==> config.mk <==
export PLATFORM = sky130hd
export DESIGN_NAME = pixel_format_converter_core
export DESIGN_NICKNAME = d
export VERILOG_FILES = /design/src/rtl/pfc_pkg.sv /design/src/rtl/pfc_fifo.sv /design/src/rtl/pfc_front.sv /design/src/rtl/pfc_back.sv /design/src/rtl/pixel_format_converter_core.sv
export SDC_FILE = /design/constraint.sdc
export NUM_CORES = 2
export LEC_CHECK = 0
export BUFFER_PORTS_ARGS = -buffer_cell sky130_fd_sc_hd__buf_2
export CAP_MARGIN = 15
export CORE_MARGIN = 4
export CORE_UTILIZATION = 57
export CTS_CLUSTER_SIZE = 14
export DETAILED_ROUTE_END_ITERATION = 10
export GPL_TIMING_DRIVEN = 0
export PLACE_DENSITY = 0.85
export SETUP_SLACK_MARGIN = 0.05
export SYNTH_ARGS = -nofsm -noshare
export SYNTH_HDL_FRONTEND = slang
export SYNTH_SLANG_ARGS = --single-unit
==> constraint.sdc <==
create_clock -name clock -period 45.1 [get_ports clock]
set_clock_uncertainty 0.2 [all_clocks]
set_input_delay 2.255 -clock clock [delete_from_list [all_inputs] [get_ports clock]]
set_output_delay 2.255 -clock clock [all_outputs]
set_load 0.02 [all_outputs]
==> src/rtl/pfc_pkg.sv <==
// Shared types, format codes and constants for the pixel format converter.
package pfc_pkg;

   localparam int unsigned WORD_W      = 64;
   localparam int unsigned FMT_W       = 3;
   localparam int unsigned NBYTES_W    = 4;
   localparam int unsigned CSR_IDX_W   = 2;
   localparam int unsigned QUEUE_DEPTH = 2;
   localparam int unsigned OUT_DEPTH   = 2;
   localparam int unsigned DIV_STAGES  = 8;

   localparam logic [FMT_W-1:0] FMT_RGBA16P = 3'd0;
   localparam logic [FMT_W-1:0] FMT_RGBA8   = 3'd1;
   localparam logic [FMT_W-1:0] FMT_565LE   = 3'd2;
   localparam logic [FMT_W-1:0] FMT_565BE   = 3'd3;
   localparam logic [FMT_W-1:0] FMT_332     = 3'd4;
   localparam logic [FMT_W-1:0] FMT_888     = 3'd5;
   localparam logic [FMT_W-1:0] FMT_BGR     = 3'd6;
   localparam logic [FMT_W-1:0] FMT_NONE    = 3'd7;

   localparam logic [CSR_IDX_W-1:0] CSR_SOURCE_FORMAT = 2'd0;
   localparam logic [CSR_IDX_W-1:0] CSR_TARGET_FORMAT = 2'd1;

   typedef enum logic [1:0] {
      OP_ZERO,
      OP_COPY,
      OP_CONV
   } op_type;

   typedef struct packed {
      op_type                op;
      logic [FMT_W-1:0]      sf;
      logic [FMT_W-1:0]      tf;
      logic [WORD_W-1:0]     word;
      logic [NBYTES_W-1:0]   nbytes;
      logic                  last;
   } cmd_type;

   typedef struct packed {
      logic [WORD_W-1:0]     word;
      logic [NBYTES_W-1:0]   nbytes;
      logic                  last;
   } rsp_type;

endpackage

==> src/rtl/pfc_fifo.sv <==
// Small synchronous queue with combinational head read.
module pfc_fifo #(
   parameter int unsigned DEPTH = pfc_pkg::QUEUE_DEPTH,
   parameter type T = pfc_pkg::cmd_type
) (
   input  logic clock,
   input  logic reset,
   input  logic push,
   input  T     wr_data,
   output logic full,
   input  logic pop,
   output T     rd_data,
   output logic empty
);

   localparam int unsigned PTR_W = (DEPTH > 1) ? $clog2(DEPTH) : 1;
   localparam int unsigned CNT_W = $clog2(DEPTH + 1);
   localparam logic [PTR_W-1:0] LAST_PTR = PTR_W'(DEPTH - 1);
   localparam logic [CNT_W-1:0] FULL_CNT = CNT_W'(DEPTH);

   T                 mem_ff [DEPTH];
   logic [PTR_W-1:0] wr_ptr_ff, wr_ptr_in;
   logic [PTR_W-1:0] rd_ptr_ff, rd_ptr_in;
   logic [CNT_W-1:0] count_ff, count_in;
   logic             do_push, do_pop;

   assign full    = (count_ff == FULL_CNT);
   assign empty   = (count_ff == '0);
   assign do_push = push && !full;
   assign do_pop  = pop && !empty;
   assign rd_data = mem_ff[rd_ptr_ff];

   always_comb begin
      wr_ptr_in = wr_ptr_ff;
      rd_ptr_in = rd_ptr_ff;
      count_in  = count_ff;
      if (do_push) begin
         wr_ptr_in = (wr_ptr_ff == LAST_PTR) ? '0 : wr_ptr_ff + 1'b1;
      end
      if (do_pop) begin
         rd_ptr_in = (rd_ptr_ff == LAST_PTR) ? '0 : rd_ptr_ff + 1'b1;
      end
      if (do_push && !do_pop) begin
         count_in = count_ff + 1'b1;
      end else if (do_pop && !do_push) begin
         count_in = count_ff - 1'b1;
      end
   end

   always_ff @(posedge clock) begin
      if (reset) begin
         wr_ptr_ff <= '0;
         rd_ptr_ff <= '0;
         count_ff  <= '0;
      end else begin
         wr_ptr_ff <= wr_ptr_in;
         rd_ptr_ff <= rd_ptr_in;
         count_ff  <= count_in;
      end
   end

   always_ff @(posedge clock) begin
      if (do_push) begin
         mem_ff[wr_ptr_ff] <= wr_data;
      end
   end

   a_count_bound: assert property (@(posedge clock) disable iff (reset)
      count_ff <= FULL_CNT) else $error("queue count overflow");

   a_push_grows: assert property (@(posedge clock) disable iff (reset)
      (do_push && !do_pop) |=> (count_ff == $past(count_ff) + 1'b1))
      else $error("queue count did not grow on push");

   a_pop_shrinks: assert property (@(posedge clock) disable iff (reset)
      (do_pop && !do_push) |=> (count_ff == $past(count_ff) - 1'b1))
      else $error("queue count did not shrink on pop");

endmodule

==> src/rtl/pfc_front.sv <==
// Front end: format registers and classification of incoming pixels.
module pfc_front (
   input  logic                                clock,
   input  logic                                reset,
   input  logic                                csr_valid,
   output logic                                csr_ready,
   input  logic [pfc_pkg::CSR_IDX_W-1:0]       csr_index,
   input  logic [pfc_pkg::FMT_W-1:0]           csr_data,
   input  logic [pfc_pkg::WORD_W-1:0]          in_word,
   input  logic                                in_last,
   output pfc_pkg::cmd_type                    cmd
);

   logic [pfc_pkg::FMT_W-1:0]    src_fmt_ff;
   logic [pfc_pkg::FMT_W-1:0]    dst_fmt_ff;
   logic [pfc_pkg::NBYTES_W-1:0] src_bytes;
   logic [pfc_pkg::NBYTES_W-1:0] dst_bytes;
   logic [pfc_pkg::WORD_W-1:0]   copy_word;

   function automatic logic [pfc_pkg::NBYTES_W-1:0] fmt_bytes(
      input logic [pfc_pkg::FMT_W-1:0] f);
      logic [pfc_pkg::NBYTES_W-1:0] n;
      unique case (f)
         pfc_pkg::FMT_RGBA16P: n = 4'd8;
         pfc_pkg::FMT_RGBA8:   n = 4'd4;
         pfc_pkg::FMT_565LE,
         pfc_pkg::FMT_565BE:   n = 4'd2;
         pfc_pkg::FMT_332:     n = 4'd1;
         pfc_pkg::FMT_888,
         pfc_pkg::FMT_BGR:     n = 4'd3;
         default:              n = 4'd1;
      endcase
      return n;
   endfunction

   assign csr_ready = 1'b1;

   always_ff @(posedge clock) begin
      if (reset) begin
         src_fmt_ff <= pfc_pkg::FMT_RGBA8;
         dst_fmt_ff <= pfc_pkg::FMT_RGBA8;
      end else if (csr_valid) begin
         if (csr_index == pfc_pkg::CSR_SOURCE_FORMAT) begin
            src_fmt_ff <= csr_data;
         end else if (csr_index == pfc_pkg::CSR_TARGET_FORMAT) begin
            dst_fmt_ff <= csr_data;
         end
      end
   end

   assign src_bytes = fmt_bytes(src_fmt_ff);
   assign dst_bytes = fmt_bytes(dst_fmt_ff);

   always_comb begin
      for (int k = 0; k < 8; k++) begin
         copy_word[8*k +: 8] = (4'(k) < src_bytes) ? in_word[8*k +: 8] : 8'd0;
      end
   end

   always_comb begin
      cmd.sf     = src_fmt_ff;
      cmd.tf     = dst_fmt_ff;
      cmd.last   = in_last;
      cmd.nbytes = dst_bytes;
      if (src_fmt_ff == pfc_pkg::FMT_NONE || dst_fmt_ff == pfc_pkg::FMT_NONE) begin
         cmd.op     = pfc_pkg::OP_ZERO;
         cmd.word   = '0;
         cmd.nbytes = 4'd1;
      end else if (src_fmt_ff == dst_fmt_ff) begin
         cmd.op   = pfc_pkg::OP_COPY;
         cmd.word = copy_word;
      end else begin
         cmd.op   = pfc_pkg::OP_CONV;
         cmd.word = in_word;
      end
   end

endmodule

==> src/rtl/pfc_back.sv <==
// Back end: decode, pipelined unpremultiply divider, encode and premultiply.
module pfc_back (
   input  logic              clock,
   input  logic              reset,
   input  pfc_pkg::cmd_type  cmd,
   input  logic              cmd_empty,
   output logic              cmd_pop,
   output pfc_pkg::rsp_type  rsp,
   output logic              rsp_push,
   input  logic              rsp_full
);

   localparam int unsigned DIV_STAGES = pfc_pkg::DIV_STAGES;
   localparam int unsigned STEPS = 16 / DIV_STAGES;

   typedef struct packed {
      pfc_pkg::cmd_type   cmd;
      logic [31:0]        color;
      logic [8:0]         dvs;
      logic [2:0][15:0]   num;
      logic [2:0][7:0]    rem;
      logic [2:0][7:0]    quo;
   } stage_type;

   stage_type        st_ff  [DIV_STAGES+1];
   logic             vld_ff [DIV_STAGES+1];
   pfc_pkg::rsp_type res_ff, res_in;
   logic             res_vld_ff;
   logic             advance;
   stage_type        load;
   stage_type        tail;
   logic [31:0]      col;
   logic [8:0]       mul_m;
   logic [16:0]      pr, pg, pb, pa;

   function automatic logic [31:0] decode(input logic [2:0] f, input logic [63:0] w);
      logic [15:0] p;
      logic [31:0] c;
      p = '0;
      c = '0;
      unique case (f)
         pfc_pkg::FMT_RGBA16P: c = {w[63:56], 24'd0};
         pfc_pkg::FMT_RGBA8:   c = w[31:0];
         pfc_pkg::FMT_565LE,
         pfc_pkg::FMT_565BE: begin
            p = (f == pfc_pkg::FMT_565LE) ? w[15:0] : {w[7:0], w[15:8]};
            c = {8'hFF, p[4:0], p[4:2], p[10:5], p[10:9], p[15:11], p[15:13]};
         end
         pfc_pkg::FMT_332: begin
            c = {8'hFF, {4{w[1:0]}}, w[4:2], w[4:2], w[4:3], w[7:5], w[7:5], w[7:6]};
         end
         pfc_pkg::FMT_888:     c = {8'hFF, w[23:0]};
         pfc_pkg::FMT_BGR:     c = {8'hFF, w[7:0], w[15:8], w[23:16]};
         default:              c = '0;
      endcase
      return c;
   endfunction

   function automatic logic [63:0] encode(input logic [2:0] f, input logic [31:0] c);
      logic [15:0] p;
      logic [63:0] w;
      p = {c[7:3], c[15:10], c[23:19]};
      unique case (f)
         pfc_pkg::FMT_RGBA8: w = {32'd0, c};
         pfc_pkg::FMT_565LE: w = {48'd0, p};
         pfc_pkg::FMT_565BE: w = {48'd0, p[7:0], p[15:8]};
         pfc_pkg::FMT_332:   w = {56'd0, c[7:5], c[15:13], c[23:22]};
         pfc_pkg::FMT_888:   w = {40'd0, c[23:0]};
         pfc_pkg::FMT_BGR:   w = {40'd0, c[7:0], c[15:8], c[23:16]};
         default:            w = '0;
      endcase
      return w;
   endfunction

   function automatic stage_type div_step(input stage_type s);
      stage_type o;
      logic [8:0] r9;
      o = s;
      for (int ln = 0; ln < 3; ln++) begin
         for (int st = 0; st < STEPS; st++) begin
            r9 = {o.rem[ln], o.num[ln][15]};
            o.num[ln] = {o.num[ln][14:0], 1'b0};
            if (r9 >= o.dvs) begin
               o.rem[ln] = 8'(r9 - o.dvs);
               o.quo[ln] = {o.quo[ln][6:0], 1'b1};
            end else begin
               o.rem[ln] = r9[7:0];
               o.quo[ln] = {o.quo[ln][6:0], 1'b0};
            end
         end
      end
      return o;
   endfunction

   assign advance  = !(res_vld_ff && rsp_full);
   assign cmd_pop  = advance && !cmd_empty;
   assign rsp_push = res_vld_ff && !rsp_full;
   assign rsp      = res_ff;

   always_comb begin
      load.cmd   = cmd;
      load.color = decode(cmd.sf, cmd.word);
      load.dvs   = {1'b0, cmd.word[63:56]} + 9'd1;
      load.num   = {cmd.word[47:32], cmd.word[31:16], cmd.word[15:0]};
      load.rem   = '0;
      load.quo   = '0;
   end

   always_comb begin
      tail = st_ff[DIV_STAGES];
      col  = tail.color;
      if (tail.cmd.sf == pfc_pkg::FMT_RGBA16P) begin
         col[23:0] = {tail.quo[2], tail.quo[1], tail.quo[0]};
      end
      mul_m = {1'b0, col[31:24]} + 9'd1;
      pr    = 17'(col[7:0])   * 17'(mul_m);
      pg    = 17'(col[15:8])  * 17'(mul_m);
      pb    = 17'(col[23:16]) * 17'(mul_m);
      pa    = 17'(mul_m) * 17'd255;
      res_in.last   = tail.cmd.last;
      res_in.nbytes = tail.cmd.nbytes;
      case (tail.cmd.op)
         pfc_pkg::OP_CONV: begin
            if (tail.cmd.tf == pfc_pkg::FMT_RGBA16P) begin
               res_in.word = {pa[15:0], pb[15:0], pg[15:0], pr[15:0]};
            end else begin
               res_in.word = encode(tail.cmd.tf, col);
            end
         end
         pfc_pkg::OP_COPY: res_in.word = tail.cmd.word;
         default:          res_in.word = '0;
      endcase
   end

   always_ff @(posedge clock) begin
      if (reset) begin
         for (int k = 0; k <= DIV_STAGES; k++) begin
            vld_ff[k] <= 1'b0;
         end
         res_vld_ff <= 1'b0;
      end else if (advance) begin
         vld_ff[0] <= !cmd_empty;
         for (int k = 1; k <= DIV_STAGES; k++) begin
            vld_ff[k] <= vld_ff[k-1];
         end
         res_vld_ff <= vld_ff[DIV_STAGES];
      end
   end

   always_ff @(posedge clock) begin
      if (advance) begin
         st_ff[0] <= load;
         for (int k = 1; k <= DIV_STAGES; k++) begin
            st_ff[k] <= div_step(st_ff[k-1]);
         end
         res_ff <= res_in;
      end
   end

   a_stall_holds: assert property (@(posedge clock) disable iff (reset)
      (res_vld_ff && rsp_full) |=> (res_vld_ff && $stable(res_ff)))
      else $error("result changed while stalled");

   a_pipe_moves: assert property (@(posedge clock) disable iff (reset)
      (vld_ff[DIV_STAGES] && advance) |=> res_vld_ff)
      else $error("pipeline lost a transaction");

   a_bytes_range: assert property (@(posedge clock) disable iff (reset)
      res_vld_ff |-> (res_ff.nbytes != 4'd0 && res_ff.nbytes <= 4'd8))
      else $error("byte count out of range");

endmodule

==> src/rtl/pixel_format_converter_core.sv <==
// Pixel format converter core: one pixel per clock, unless stalled, between seven pixel formats.
//
// Input side is a queue: present req_in_word/req_in_last with push; the
// transaction is taken when push is high and full is low. Result side is a
// queue too: while empty is low the oldest result is on rsp_out_*; pop takes it.
// Source and target formats are written through the csr_ channel (index 0
// source, index 1 target), which is always ready; write only while idle.
// Throughput is one pixel per clock while the result side does not stall. A
// pixel passes the command queue, the decode load stage, the unpremultiply
// divider, which runs 16 quotient bits as 8 pipeline stages of 2 bits, the
// encode/premultiply stage and the result queue.
// When the receiver stalls, the result queue fills, the back-end pipeline
// freezes, then the command queue fills and full rises; nothing is dropped.
// Reset empties both queues and the pipeline and sets both formats to RGBA8.
module pixel_format_converter_core #(
   parameter int unsigned QUEUE_DEPTH = pfc_pkg::QUEUE_DEPTH,
   parameter int unsigned OUT_DEPTH   = pfc_pkg::OUT_DEPTH
) (
   input  logic                                clock,
   input  logic                                reset,
   input  logic                                push,
   output logic                                full,
   input  logic [pfc_pkg::WORD_W-1:0]          req_in_word,
   input  logic                                req_in_last,
   output logic                                empty,
   input  logic                                pop,
   output logic [pfc_pkg::WORD_W-1:0]          rsp_out_word,
   output logic [pfc_pkg::NBYTES_W-1:0]        rsp_out_bytes,
   output logic                                rsp_out_last,
   input  logic                                csr_valid,
   output logic                                csr_ready,
   input  logic [pfc_pkg::CSR_IDX_W-1:0]       csr_index,
   input  logic [pfc_pkg::FMT_W-1:0]           csr_data
);

   pfc_pkg::cmd_type front_cmd;
   pfc_pkg::cmd_type queue_cmd;
   logic             queue_empty;
   logic             queue_pop;
   pfc_pkg::rsp_type back_rsp;
   pfc_pkg::rsp_type out_rsp;
   logic             back_push;
   logic             out_full;

   pfc_front u_front (
      .clock     (clock),
      .reset     (reset),
      .csr_valid (csr_valid),
      .csr_ready (csr_ready),
      .csr_index (csr_index),
      .csr_data  (csr_data),
      .in_word   (req_in_word),
      .in_last   (req_in_last),
      .cmd       (front_cmd)
   );

   pfc_fifo #(
      .DEPTH (QUEUE_DEPTH),
      .T     (pfc_pkg::cmd_type)
   ) u_cmd_queue (
      .clock   (clock),
      .reset   (reset),
      .push    (push),
      .wr_data (front_cmd),
      .full    (full),
      .pop     (queue_pop),
      .rd_data (queue_cmd),
      .empty   (queue_empty)
   );

   pfc_back u_back (
      .clock     (clock),
      .reset     (reset),
      .cmd       (queue_cmd),
      .cmd_empty (queue_empty),
      .cmd_pop   (queue_pop),
      .rsp       (back_rsp),
      .rsp_push  (back_push),
      .rsp_full  (out_full)
   );

   pfc_fifo #(
      .DEPTH (OUT_DEPTH),
      .T     (pfc_pkg::rsp_type)
   ) u_rsp_queue (
      .clock   (clock),
      .reset   (reset),
      .push    (back_push),
      .wr_data (back_rsp),
      .full    (out_full),
      .pop     (pop),
      .rd_data (out_rsp),
      .empty   (empty)
   );

   assign rsp_out_word  = out_rsp.word;
   assign rsp_out_bytes = out_rsp.nbytes;
   assign rsp_out_last  = out_rsp.last;

endmodule
==> insert_results.sql <==
INSERT INTO impl_metrics (metric_group, metric, value, unit) VALUES
('worst_setup_path', 'crit_arrival', '8.42', 'ns'),
('timing', 'setup_viol', '0', ''),
('worst_setup_path', 'worstPathMaxFanout', '10', ''),
('worst_setup_path', 'worst_r2r_endpoint', 'u_back.rsp[68]$_DFFE_PN_', ''),
('clock_network', 'clock_tree.root_cell', 'clkbuf_16', ''),
('floorplanning', 'core_region', '144000', 'um^2'),
('hold_path', 'whs_path_depth', '0', ''),
('floorplanning', 'std_cell_rows', '139', ''),
('cells_and_area', 'multi_input_comb_area', '30300', 'um^2'),
('timing', 'relSlewSlack', '9.33', '%'),
('floorplanning', 'number_of_primary_i_o_pins', '147', ''),
('placed_design', 'place_hpwl', '139', 'mm'),
('routing', 'avgRoutedWirePerCell', '24.7', 'um'),
('grt', 'grt.total_usage', '27.0', '%'),
('clock_network', 'clkLatencyLatePin', '0.82', 'ns'),
('grt', 'largest_net_degree_at_the_start_of_global_routing', '65', ''),
('worst_setup_path', 'most_common_cell_type_on_the_critical_path', 'inv_1', ''),
('routing', 'drt_pre_antenna_iters', '8', ''),
('floorplanning', 'die_w', '389', 'um'),
('worst_setup_path', 'required', '45.42', 'ns'),
('routing', 'route.detailed.vias_per_inst', '6.07', ''),
('synthesis', 'yosys_register_bits', '1668', ''),
('routing', 'drt_drc_violations_left', '0', ''),
('clock_network', 'htree_num_levels', '4', ''),
('timing', 'rsz0062_at_grt', 'false', ''),
('placed_design', 'weighted_congestion_at_the_end_of_routability_driven_global_placement', '0.940', ''),
('worst_setup_path', 'critical_path_buf_inv_count', '7', ''),
('grt', 'grt_antenna_before_repair', '8', ''),
('synthesis', 'synth.yosys.warnings', '0', ''),
('synthesis', 'syn_area', '82600', 'um^2'),
('clock_network', 'postCtsSetupBuffers', '0', ''),
('cells_and_area', 'final_instance_count_without_filler_cells', '8278', ''),
('clock_network', 'cts_hold_buf', '0', ''),
('clock_network', 'clk_path_buf_depth', '3', ''),
('timing', 'timing.final.crit_share', '18.0', '%'),
('run_status', 'status', 'finished, final reports clean', ''),
('synthesis', 'number_of_flops_mapped_to_enable_cells_by_yosys', '1651', ''),
('clock_network', 'cts-resized-gates', '0', ''),
('timing', 'worst_slew_pin_slew', '1.36', 'ns'),
('routing', 'drt_first_iter_violations', '4903', ''),
('worst_setup_path', 'critical_path.top_delay_family', 'adder cells', ''),
('worst_setup_path', 'worst_r2r_path_depth', '22', ''),
('run', 'drv.max_cap_violation_count', '0', ''),
('floorplanning', 'floorplan.initialDensity', '57.4', '%'),
('cells_and_area', 'syn_to_final_growth', '11.9', '%'),
('routing', 'vias', '50300', ''),
('cells_and_area', 'design.final.nets', '7077', ''),
('placed_design', 'port_buffers', '144', ''),
('cells_and_area', 'post-route-util', '64.3', '%'),
('grt', 'grt_first_pass_wirelength', '311', 'mm'),
('clock_network', 'cts_tree', 'done', ''),
('timing', 'finalCriticalPeriod', '8.10', 'ns'),
('grt', 'first_global_vias', '52300', ''),
('floorplanning', 'die_area', '151000', 'um^2'),
('hold_path', 'hold_path.class', 'reg -> reg', ''),
('synthesis', 'postSynth.topFlopCell', 'edfxtp_1', ''),
('worst_setup_path', 'slowest_stage_cell_on_the_critical_path', 'xor2_1', ''),
('synthesis', 'netlist-cell-type-count', '84', ''),
('routing', 'routed_wl', '205', 'mm'),
('synthesis', 'postSynthNetCount', '6683', ''),
('worst_setup_path', 'r2r_setup_slack', '37.00', 'ns'),
('worst_setup_path', 'timing.critical_path.slowest_cell_delay', '0.86', 'ns'),
('timing', 'total_count_of_hold_check_failures_in_the_final_report', '0', ''),
('timing', 'upper_clock_frequency_limit', '0.124', 'GHz'),
('grt', 'gr-total-overflow', '0', ''),
('worst_setup_path', 'worst_r2r_startpoint', 'u_back.st_ff[4][129]$_DFFE_PN_', ''),
('worst_setup_path', 'timing.critical_path.cells', 'clkbuf_1 -> and3_1 -> nand3_1 -> xor2_1 -> clkbuf_1 -> inv_1 -> fa_1 -> inv_1 -> fa_1 -> inv_1 -> fa_1 -> inv_1 -> fa_1 -> inv_1 -> ha_1 -> or3_1 -> a21oi_1 -> o31a_1 -> o21ai_0 -> a21oi_1 -> xnor2_1 -> o21ai_0', ''),
('hold_path', 'hold-path-endpoint', 'u_back.st_ff[4][2]$_DFFE_PN_', ''),
('cells_and_area', 'fillerInstances', '9605', ''),
('timing', 'timing_max_transition_violations_final', '0', ''),
('cells_and_area', 'final-seq-area', '49900', 'um^2');
## routing by layer
metal | GRT usage, % | routed length [um] | share of wire [%]
met1 | 33.1 | 76100 | 37
met5 | 0 | 0 | 0
met4 | 14.5 | 12700 | 6.2
met3 | 4.85 | 16100 | 7.9
met2 | 45.6 | 99800 | 49
## synth_stat cells (all sizes together), types with 6 or more instances
cell,instances,share of area [%]
nor3,36,0.22
o31a,22,0.23
nor2,436,2.0
mux2i,106,1.3
a31oi,38,0.44
o22ai,24,0.18
dfxtp,17,0.41
nand2,178,0.81
nor3b,8,0.073
nand3,39,0.24
fa,199,4.8
o2bb2ai,8,0.085
and2,77,0.58
or3,21,0.18
clkbuf,89,0.40
a22oi,34,0.31
buf,34,0.20
o221a,6,0.082
inv,508,2.3
nand2b,75,0.57
xor2,108,1.1
a21boi,7,0.064
a221oi,20,0.21
and3,22,0.17
ha,555,8.4
o21ai,233,1.4
o221ai,11,0.15
and4,6,0.064
nand4,50,0.38
o211ai,25,0.23
xnor2,194,2.1
mux2,382,5.2
edfxtp,1651,60
a21oi,269,1.6
nor2b,64,0.48
o21a,63,0.57
o21bai,38,0.35
a21o,68,0.62
a211oi,27,0.29
or2,30,0.23
o31ai,22,0.24
## flip-flops by register name, summed over array words and instances, names as in the netlist, named ones only
name / cells
u_back.res_vld_ff: 1
u_back.rsp: 69
u_back.st_ff: 1281
u_back.vld_ff: 9
u_cmd_queue.count_ff: 2
u_cmd_queue.mem_ff: 154
u_cmd_queue.rd_ptr_ff: 1
u_cmd_queue.wr_ptr_ff: 1
u_front.dst_fmt_ff: 3
u_front.src_fmt_ff: 3
u_rsp_queue.count_ff: 2
u_rsp_queue.mem_ff: 138
u_rsp_queue.rd_ptr_ff: 1
u_rsp_queue.wr_ptr_ff: 1
## logic make-up after synthesis
logic type / Yosys count / synth area share (%)
fa+ha+maj: 754 / 13.2
compound gates: 953 / 7.57
simple gates: 1057 / 6.12
buf+inv: 631 / 2.92
mux: 488 / 6.52
other cells: 1 / 0.00454
xor+xnor: 302 / 3.20
flops: 1668 / 60.4
## worst max-delay path by stage
stage | slack, ns | end | from | depth (start not counted)
after detailed placement | 37.45 | u_back.rsp[68]$_DFFE_PN_ | u_back.st_ff[4][129]$_DFFE_PN_ | 22
final | 37.00 | u_back.rsp[68]$_DFFE_PN_ | u_back.st_ff[4][129]$_DFFE_PN_ | 22
after global routing | 36.82 | u_back.rsp[67]$_DFFE_PN_ | u_back.st_ff[4][129]$_DFFE_PN_ | 21
after CTS | 37.20 | u_back.rsp[68]$_DFFE_PN_ | u_back.st_ff[4][129]$_DFFE_PN_ | 22
after floorplan | 1.97 | u_cmd_queue.count_ff[1]$_SDFFE_PP0P_ | u_rsp_queue.count_ff[1]$_SDFFE_PP0P_ | 6
after global placement | -11.60 | u_cmd_queue.count_ff[1]$_SDFFE_PP0P_ | u_back.res_vld_ff$_SDFFE_PP0N_ | 5
## area by class of cell
class                   instances  area share (%)
clock inverters                84            1.01
inverters                     508            2.07
diodes                          6          0.0162
multi-input cells            3555            32.8
well taps                    1903            2.58
repair buffers                232            2.51
flip-flops and latches       1668            54.0
clock buffers                 199            4.51
plain buffers                 123           0.539
## per-stage QoR
stage                     hold slack, ns  worst slack, ns  instance area [um^2]
after floorplan                    0.200             1.97                 82600
after global placement             0.201           -11.60                 85700
after detailed placement           0.205            37.45                 87300
after CTS                          0.180            37.20                 92400
after global routing               0.190            36.82                 92400
final                              0.182            37.00                 92400
## placed cells by master, fill, tap and decap left out, drive strengths merged, types with 27 or more instances in the layout
cell,instances
a21oi,269
nor2,436
o21bai,38
edfxtp,1651
nand4,50
or2,30
a31oi,38
nand3,39
o21a,63
nand2,178
ha,555
nor3,36
clkinv,62
xnor2,194
inv,516
o21ai,233
nor2b,64
a211oi,27
mux2i,106
a22oi,34
clkbuf,288
xor2,108
a21o,68
fa,199
and2,77
mux2,382
buf,266
nand2b,75
Power is not shown: default switching activity piles up to over one toggle a cycle in this logic, so the estimate is an artifact.
